`src/rtl/hmts_pkg.sv`:
```
`timescale 1ns / 1ps

package hmts_pkg;

    localparam int FRAC_BITS = 8;
    localparam int ONE       = 1 << FRAC_BITS;
    localparam int POS_W     = 16;
    localparam int INT_W     = POS_W - FRAC_BITS;
    localparam int CELL_W    = 8;
    localparam int SCALE_W   = 16;
    localparam int SAMPLE_W  = 8;
    localparam int HEIGHT_W  = 24;
    localparam int OP_W      = 16;
    localparam int ACC_W     = 2 * OP_W;
    localparam int BASE_W    = 18;
    localparam int WGT_W     = FRAC_BITS + 1;
    localparam int CFG_IDX_W = 2;
    localparam int CFG_W     = 16;
    localparam int S_DATA_W  = 40;
    localparam int M_DATA_W  = 24;

    typedef enum logic {
        CMD_WRITE = 1'b0,
        CMD_QUERY = 1'b1
    } t_cmd;

    localparam logic [CFG_IDX_W-1:0] REG_CELLS_WIDE   = 2'd0;
    localparam logic [CFG_IDX_W-1:0] REG_CELLS_DEEP   = 2'd1;
    localparam logic [CFG_IDX_W-1:0] REG_HEIGHT_SCALE = 2'd2;

    localparam logic [CELL_W-1:0]  RST_CELLS_WIDE   = 8'd255;
    localparam logic [CELL_W-1:0]  RST_CELLS_DEEP   = 8'd255;
    localparam logic [SCALE_W-1:0] RST_HEIGHT_SCALE = 16'd26;

    typedef enum logic [2:0] {
        ST_IDLE,
        ST_BASE,
        ST_ADDR,
        ST_MAC,
        ST_SCALE,
        ST_DONE
    } t_state;

    typedef struct packed {
        logic              en;
        logic              clr;
        logic [OP_W-1:0]   a;
        logic [OP_W-1:0]   b;
        logic [ACC_W-1:0]  addend;
    } t_mac_op;

    typedef struct packed {
        logic                wr;
        logic                rd;
        logic [BASE_W-1:0]   addr;
        logic [SAMPLE_W-1:0] data;
    } t_grid_req;

endpackage

```
`src/rtl/hmts_mac.sv`:
```
`timescale 1ns / 1ps

module hmts_mac (
    input  logic                       i_clk,
    input  hmts_pkg::t_mac_op          i_op,
    output logic [hmts_pkg::ACC_W-1:0] o_acc
);
    import hmts_pkg::*;

    logic [ACC_W-1:0]  r_acc;
    logic [ACC_W-1:0]  w_base;
    logic [2*OP_W-1:0] w_prod;

    assign w_prod = i_op.a * i_op.b;
    assign w_base = i_op.clr ? i_op.addend : r_acc;

    always_ff @(posedge i_clk) begin
        if (i_op.en) begin
            r_acc <= w_base + ACC_W'(w_prod);
        end
    end

    assign o_acc = r_acc;

endmodule

```
`config.mk`:
```
export PLATFORM = sky130hd
export DESIGN_NAME = hmts_mac
export DESIGN_NICKNAME = d
export VERILOG_FILES = /design/src/rtl/hmts_pkg.sv /design/src/rtl/hmts_mac.sv
export SDC_FILE = /design/constraint.sdc
export NUM_CORES = 1
export LEC_CHECK = 0
export ABC_CLOCK_PERIOD_IN_PS = 15000
export BUFFER_PORTS_ARGS = -buffer_cell sky130_fd_sc_hd__buf_2
export CELL_PAD_IN_SITES_DETAIL_PLACEMENT = 1
export CELL_PAD_IN_SITES_GLOBAL_PLACEMENT = 2
export CORE_ASPECT_RATIO = 0.5
export CORE_MARGIN = 3
export CORE_UTILIZATION = 27
export CTS_BUF_LIST = sky130_fd_sc_hd__clkbuf_8
export CTS_CLUSTER_DIAMETER = 30
export DETAILED_ROUTE_END_ITERATION = 10
export GPL_ROUTABILITY_DRIVEN = 0
export PLACE_DENSITY_LB_ADDON = 0.1
export SYNTH_ARGS = -nofsm -noshare
export SYNTH_HDL_FRONTEND = slang
export SYNTH_SLANG_ARGS = --single-unit
```
`constraint.sdc`:
```
create_clock -name i_clk -period 15 [get_ports i_clk]
set_input_delay 1.5 -clock i_clk [delete_from_list [all_inputs] [get_ports i_clk]]
set_output_delay 1.5 -clock i_clk [all_outputs]
set_load 0.03 [all_outputs]
```
==> flow_summary.toml, run 1 <==
[synth]
yosys-top-cells-area = "fa_1 (42%), ha_1 (12%), inv_1 (11%)"
number_of_synthesized_register_bits = 32
synth.lib_cells_used.distinct = 43
synth_top_area_cell = "fa_1"
ys_seq_area_frac = 0.0898
synth_warnings = 0
synth_flop_cell = "edfxtp_1"
syn_inst = 1163
synth_nets = 1554
synthesis.area_per_instance_um2 = 9.21
syn-cell-area_um2 = 10700
post-synth-top-area-fraction = 0.421
synth-edff-count = 32
synth_async_sr_flop_share = 0

[clock_tree]
clock_sink_count = 32
cts_h_tree_lvls = 2
tritoncts = "built"
post_cts.repair.setup_buffers = 0
cts_resized = 0
cts.reportedPaths.clkPinSlew_ns = 0.08
max-clock-path-buffers = 2
tritoncts.num_buffers = 5
clk_latency_ns = 0.30
holdBufCountCts = 0
clockRootBuffer = "clkbuf_8"

[setup_path]
reg2reg_setup_slack_ns = 9.36
critPathCaptureType = "flip-flop"
rr_endpoint = "o_acc[28]$_DFFE_PP_"
worst_setup_path_start_kind = "input pin"
worst-setup-path-type = "input pin to flip-flop"
maximum_fanout_encountered_on_the_critical_timing_path = 16
critical_path.reg2reg.startpoint = "o_acc[9]$_DFFE_PP_"
r2r.worst_path.cells = 16
crit_path_start = "i_op[58]"
cp_data_arrival_time_ns = 7.47
last_element_of_the_critical_path = "o_acc[22]$_DFFE_PP_"
worstPathRequired_ns = 15.04

[global_route]
global_routing_usage_summed_across_all_routing_layers = 0.177
first_global_vias = 8552
globalRoute.totalOverflow = 0
grt_max_degree = 33
wire_length_of_the_first_global_routing_pass_um = 55400
antenna_found_initial = 0

[routing]
drt_first_iter_violations = 467
wl_per_cell_um = 20.6
drt_pre_antenna_iters = 5
wl_met3_um = 1350
wl_met2_um = 13700
uppermost_metal_layer_occupied_by_signal_nets = "met4"
num_vias = 7691
wirelength_um = 36000
viasPerCell = 4.40
antenna_left = 0
wl_met1_um = 20800
post-route-drc-count = 0

[die]
floorplan.io_pins = 99
chipWidth_um = 288
die-area_um2 = 42200
floorplan.initialDensity = 0.280
row_count = 50
core_area_um2 = 38200
die_height_um = 147

[sta]
final_max_slew_viol_count = 0
final_period_minus_worst_setup_slack_ns = 7.43
grt_setup_unrepaired = "no"
timing.fmax_mhz = 135
fin_crit_sh = 0.495
relSlewSlack = 0.468
tns_ns = 0
finalSetupViolCount = 0
timing_worst_slew_pin_value_ns = 0.776
finalHoldViolCount = 0
worst_clock_skew_ns = 0.0117
layout_setup_ws_ns = 7.57

[finish]
layout.nets = 1617
multi_input_comb_area_um2 = 8450
most-common-layout-cells = "inv_1 (301), fa_1 (225), nand2_1 (158), and2_1 (117), ha_1 (99)"
largest_reg_flops = 32
filler_cell_count = 4451
post_layout_nonfiller_instances = 1747
seqCellArea_um2 = 961
drive_gt1_frac = 0.101
antenna_cells = 0
area_delta_synth_final_pct = 9.93
mostFrequentLayoutCell = "inv_1"
fin_area_um2 = 11800

[placed_design]
numPlacedInstances = 1739
pre_cts_slack_ns = 7.24
post_place_cell_area_um2 = 11700
hpwlAfterDp_um = 31700
io_buffers = 98

[run_status]
run_status = "completed"

[job]
number_of_max_cap_violations = 0

[worst_hold_path]
min_from = "o_acc[0]$_DFFE_PP_"
hp-class = "flip-flop to flip-flop"
## through the flow
stage | hold WS, ns | utilization
after detailed placement | 0.696 | 0.306
after floorplan | 0.911 | -
after CTS | 0.715 | 0.308
after global placement | 0.683 | 0.306
after global routing | 0.749 | 0.308
final | 0.709 | 0.308
## cell usage after synthesis (all sizes together), types with 2 or more instances
cell      n
inv     300
fa      225
nand2   158
and2    117
ha       99
clkbuf   41
edfxtp   32
a21oi    26
xnor2    20
mux2i    17
mux2     16
o21ai    16
a21o     13
nor2     10
xor2      9
nand3     8
nand4     7
a31oi     5
nand2b    5
nor3b     4
o211ai    4
and3      3
nor2b     3
or3       3
a311oi    2
buf       2
nor3      2
o21bai    2
o31a      2
## critical path, cell delays in order
cell and delay, ns:
buf_2 0.33, nand2_1 0.14, fa_1 0.54, fa_1 0.55, inv_1 0.05, fa_1 0.49
inv_1 0.05, fa_1 0.62, fa_1 0.45, fa_1 0.63, inv_1 0.07, ha_1 0.37
a21oi_1 0.22, o21ai_0 0.13, a21o_1 0.17, a41oi_1 0.39, o21ai_0 0.27, a311oi_1 0.38
xnor2_1 0.10
## kinds of logic (layout without fill, tap and decap cells)
kind of cell	Yosys count	after routing	synth area share
mux	33	33	0.0327
xor+xnor	29	29	0.0237
buf+inv	343	407	0.121
simple gates	322	322	0.149
fa+ha+maj	324	324	0.536
compound gates	80	80	0.0476
flops	32	32	0.0898
## layout make-up
cell class	count	area share
multi-input combinational	788	0.718
timing repair buffer	99	0.0423
inverter	300	0.0957
clock inverter	3	0.00128
sequential	32	0.0816
clock buffer	5	0.00585
tap	520	0.0553
## layer usage
metal / track usage / up-vias
met5: 0 / -
met4: 0.0158 / 0
met3: 0.0247 / 8
met2: 0.233 / 86
met1: 0.303 / 4006
li1: - / 3591
## worst min-delay path by stage
stage	end	slack, ns	depth (start not counted)
detailed placement	o_acc[0]$_DFFE_PP_	0.70	2
finish	o_acc[0]$_DFFE_PP_	0.71	2
floorplan	o_acc[0]$_DFFE_PP_	0.91	2
global route	o_acc[0]$_DFFE_PP_	0.75	2
global placement	o_acc[0]$_DFFE_PP_	0.68	2
CTS	o_acc[0]$_DFFE_PP_	0.71	2
Power of run 1 is left out: the tool's default activity adds up to more than one toggle a clock period on the data nets, which glitch-free logic cannot reach.
==> run 2, diff against run 1 <==
- ABC_CLOCK_PERIOD_IN_PS: 15000 -> 6100
- clock period: 15 -> 6.1 ns (I/O delays scaled with it)
==> flow_summary.toml, run 2 (synthesis gave the netlist of run 1 again) <==
[run_status]
run_status = "completed"

[routing]
viasPerCell = 4.31
num_vias = 8261
wirelength_um = 37200
drt_pre_antenna_iters = 6
wl_per_cell_um = 19.4
post-route-drc-count = 0
antenna_left = 0
drt_first_iter_violations = 360

[die]
core_area_um2 = 38200
die_height_um = 147
floorplan.initialDensity = 0.280
die-area_um2 = 42200
floorplan.io_pins = 99
row_count = 50
chipWidth_um = 288

[placed_design]
io_buffers = 98
numPlacedInstances = 1903
hpwlAfterDp_um = 34300

[setup_path]
r2r.worst_path.cells = 15
worstPathRequired_ns = 6.14
worst_setup_path_start_kind = "input pin"
critPathCaptureType = "flip-flop"
maximum_fanout_encountered_on_the_critical_timing_path = 8
worst-setup-path-type = "input pin to flip-flop"
cp_data_arrival_time_ns = 6.07

[sta]
relSlewSlack = 0.422
worst_clock_skew_ns = 0.0103
timing.fmax_mhz = 166
fin_hold_ws_ns = 0.730
final_max_slew_viol_count = 0
grt_setup_unrepaired = "yes"
final_period_minus_worst_setup_slack_ns = 6.03
finalSetupViolCount = 0
finalHoldViolCount = 0
fin_crit_sh = 0.988
tns_ns = 0
timing_worst_slew_pin_value_ns = 0.866

[clock_tree]
tritoncts.num_buffers = 5
clockRootBuffer = "clkbuf_8"
tritoncts = "built"
cts_h_tree_lvls = 2
max-clock-path-buffers = 2
clk_latency_ns = 0.30
holdBufCountCts = 0
cts.reportedPaths.clkPinSlew_ns = 0.08
clock_sink_count = 32

[finish]
mostFrequentLayoutCell = "inv_1"
largest_reg_flops = 32
most-common-layout-cells = "inv_1 (296), fa_1 (213), buf_4 (164), nand2_1 (155), and2_1 (114)"
drive_gt1_frac = 0.248
post_layout_nonfiller_instances = 1916
area_delta_synth_final_pct = 25.8
layout.nets = 1786
antenna_cells = 0
postLayoutCoreUtil = 0.352

[global_route]
global_routing_usage_summed_across_all_routing_layers = 0.182
grt_max_degree = 33
globalRoute.totalOverflow = 0
antenna_found_initial = 0
first_global_vias = 9334
wire_length_of_the_first_global_routing_pass_um = 58200

[job]
number_of_max_cap_violations = 0

[worst_hold_path]
hp-class = "flip-flop to flip-flop"
worstHoldPathCells = 2
==> run 2: worst paths after layout <==
check / to / slack, ns / startpoint
worst max register to register: o_acc[28]$_DFFE_PP_ / 1.00 / o_acc[11]$_DFFE_PP_
worst min-delay path: o_acc[0]$_DFFE_PP_ / 0.73 / o_acc[0]$_DFFE_PP_
worst min register to register: o_acc[0]$_DFFE_PP_ / 0.73 / o_acc[0]$_DFFE_PP_
worst max-delay path: o_acc[28]$_DFFE_PP_ / 0.07 / i_op[56]
==> run 2: per-stage QoR <==
step	cell area [um^2]	worst slack [ns]
CTS	13100	0.000941
floorplan	10700	0.0225
finish	13500	0.0739
global placement	13000	-0.303
global route	13500	-0.0759
detailed placement	13000	-0.411
==> run 2: what timing repair did <==
item / 4_1_cts / 5_1_grt
cloned: 0 / 0
gates resized for setup: 6 / 86
buffers inserted: 0 / 5
endpoints found under the setup margin: 5 / 10
pin swaps: 2 / 19
==> run 2: critical path, stage by stage <==
cell and delay, ns:
buf_2 0.17, and2_4 0.16, fa_1 0.49, inv_1 0.06, fa_1 0.48, fa_1 0.51
inv_2 0.04, fa_2 0.50, fa_1 0.57, inv_2 0.04, fa_1 0.54, inv_2 0.06
ha_4 0.22, buf_6 0.12, nand4_1 0.16, nor3b_2 0.06, o21bai_1 0.15, or3_4 0.41
o31a_1 0.33, a221oi_2 0.28, xnor2_1 0.10
==> run 2: per-layer routing <==
| layer | vias up | part of all wire | GRT usage |
|---|---|---|---|
| li1 | 3935 | - | - |
| met1 | 4230 | 0.56 | 0.311 |
| met2 | 88 | 0.39 | 0.249 |
| met3 | 8 | 0.044 | 0.0174 |
| met4 | 0 | 0.0038 | 0.0150 |
| met5 | - | 0 | 0 |
==> run 2: area by class of cell <==
class	instances	area, um^2
inverters	300	1130
fillers	4421	24800
well taps	520	651
clock buffers	5	68.8
multi-input cells	788	8710
repair buffers	268	1910
flip-flops and latches	32	961
clock inverters	3	38.8
Power of run 2 is left out for the same reason.
==> run 3, diff against run 2 <==
--- a/config.mk
+++ b/config.mk
@@ -7,2 +7,3 @@
 export LEC_CHECK = 0
+export ABC_AREA = 0
 export ABC_CLOCK_PERIOD_IN_PS = 6100
==> constraint.sdc (replaced) <==
create_clock -name i_clk -period 6.1 [get_ports i_clk]
set_input_delay 0.915 -clock i_clk [delete_from_list [all_inputs] [get_ports i_clk]]
set_output_delay 0.915 -clock i_clk [all_outputs]
set_load 0.03 [all_outputs]
==> flow_summary.toml, run 3 (synthesis gave the netlist of run 1 again) <==
[sta]
grt_setup_unrepaired = "yes"
final_max_slew_viol_count = 0
tns_ns = -0.0409
timing_worst_slew_pin_value_ns = 0.810
timing.fmax_mhz = 163
finalHoldViolCount = 0
final_period_minus_worst_setup_slack_ns = 6.13
finalSetupViolCount = 2
worst_clock_skew_ns = 0.0113
fin_crit_sh = 1.00
relSlewSlack = 0.460
layout_setup_ws_ns = -0.0282

[clock_tree]
cts_h_tree_lvls = 2
tritoncts = "built"
clockRootBuffer = "clkbuf_8"
clock_sink_count = 32
holdBufCountCts = 0
cts.reportedPaths.clkPinSlew_ns = 0.08
tritoncts.num_buffers = 5
clk_latency_ns = 0.29
max-clock-path-buffers = 2

[setup_path]
crit_family = "adder cells"
maximum_fanout_encountered_on_the_critical_timing_path = 7
worst-setup-path-type = "input pin to flip-flop"
worst_path_most_repeated_cell = "fa_1"
worst_setup_path_start_kind = "input pin"
crit_path_cell_trace = "buf_12 -> buf_6 -> and2_4 -> fa_1 -> inv_2 -> fa_1 -> fa_1 -> inv_1 -> fa_2 -> fa_1 -> fa_1 -> ha_4 -> a21oi_1 -> o21ai_0 -> or3_4 -> o31a_1 -> a221oi_2 -> xnor2_1"
worst-path-stages = 18
timing.critical_path.slowest_stage_cell = "fa_1"
cp_data_arrival_time_ns = 6.17
r2r.worst_path.cells = 15
worstPathBufferInverterCount = 4
critPathCaptureType = "flip-flop"
worstPathRequired_ns = 6.14
max_stage_delay_on_crit_path_ns = 0.60

[global_route]
first_global_vias = 9494
grt_max_degree = 33
global_routing_usage_summed_across_all_routing_layers = 0.185
antenna_found_initial = 0
wire_length_of_the_first_global_routing_pass_um = 59400
globalRoute.totalOverflow = 0

[finish]
mostFrequentLayoutCell = "inv_1"
largest_reg_flops = 32
antenna_cells = 0
drive_gt1_frac = 0.303
layout.nets = 1804
area_delta_synth_final_pct = 32.5
most-common-layout-cells = "inv_1 (287), fa_1 (204), buf_4 (157), nand2_1 (148), and2_1 (103)"
post_layout_nonfiller_instances = 1934

[die]
floorplan.io_pins = 99
die_height_um = 147
chipWidth_um = 288
floorplan.initialDensity = 0.280
core_area_um2 = 38200
row_count = 50
die-area_um2 = 42200

[worst_hold_path]
worstHoldPathCells = 2
hp-class = "flip-flop to flip-flop"

[routing]
viasPerCell = 4.39
num_vias = 8489
drt_pre_antenna_iters = 5
post-route-drc-count = 0
wirelength_um = 38300
drt_first_iter_violations = 325
wl_per_cell_um = 19.8
antenna_left = 0

[placed_design]
numPlacedInstances = 1900
hpwlAfterDp_um = 34200
io_buffers = 98

[run_status]
failed_checks = "negative setup slack"
run_status = "finished with violations"

[job]
number_of_max_cap_violations = 0
## run 3: cell types whose count changed in the layout (fill, tap and decap cells not counted), sizes merged
cell / previous run / this run
clkbuf: 11 / 10
buf: 262 / 281
## run 3: worst paths after layout
kind,startpoint,to,slack (ns)
hold / removal,o_acc[0]$_DFFE_PP_,o_acc[0]$_DFFE_PP_,0.73
setup reg to reg,o_acc[14]$_DFFE_PP_,o_acc[28]$_DFFE_PP_,1.07
hold reg to reg,o_acc[0]$_DFFE_PP_,o_acc[0]$_DFFE_PP_,0.73
setup / recovery,i_op[36],o_acc[28]$_DFFE_PP_,-0.03
## run 3: tightest hold or removal path, cell delays in order (launching register included)
cell and delay, ns:
edfxtp_1 0.36, mux2_2 0.16, ha_1 0.11
## run 3: metal layers
layer  track usage  up-vias  wire [um]
met4        0.0185        0        269
li1              -     3976          -
met5             0        -          0
met3        0.0157       14       1050
met1         0.320     4409      21900
met2         0.248       90      15000
## run 3: stage by stage
| step | instance area, um^2 | worst slack [ns] | utilization | hold WS, ns |
|---|---|---|---|---|
| after detailed placement | 13000 | -0.806 | 0.339 | 0.699 |
| after global routing | 14200 | -0.226 | 0.371 | 0.754 |
| after global placement | 13000 | -0.837 | 0.339 | 0.686 |
| after floorplan | 10800 | -0.109 | - | 0.911 |
| final | 14200 | -0.0282 | 0.371 | 0.729 |
| after CTS | 13500 | -0.145 | 0.354 | 0.718 |
## run 3: cell type report
type / count / area (um^2)
fill: 4385 / 24000
multi-input combinational: 788 / 9050
timing repair buffer: 286 / 2290
inverter: 300 / 1130
sequential: 32 / 961
tap: 520 / 651
clock buffer: 5 / 68.8
clock inverter: 3 / 38.8
## run 3: timing repair
action / CTS / global route
buffers inserted: 7 / 18
endpoints found under the setup margin: 12 / 14
gates cloned: 0 / 2
gates resized for setup: 108 / 126
pin swaps: 37 / 52
Power of run 3 is left out for the same reason.
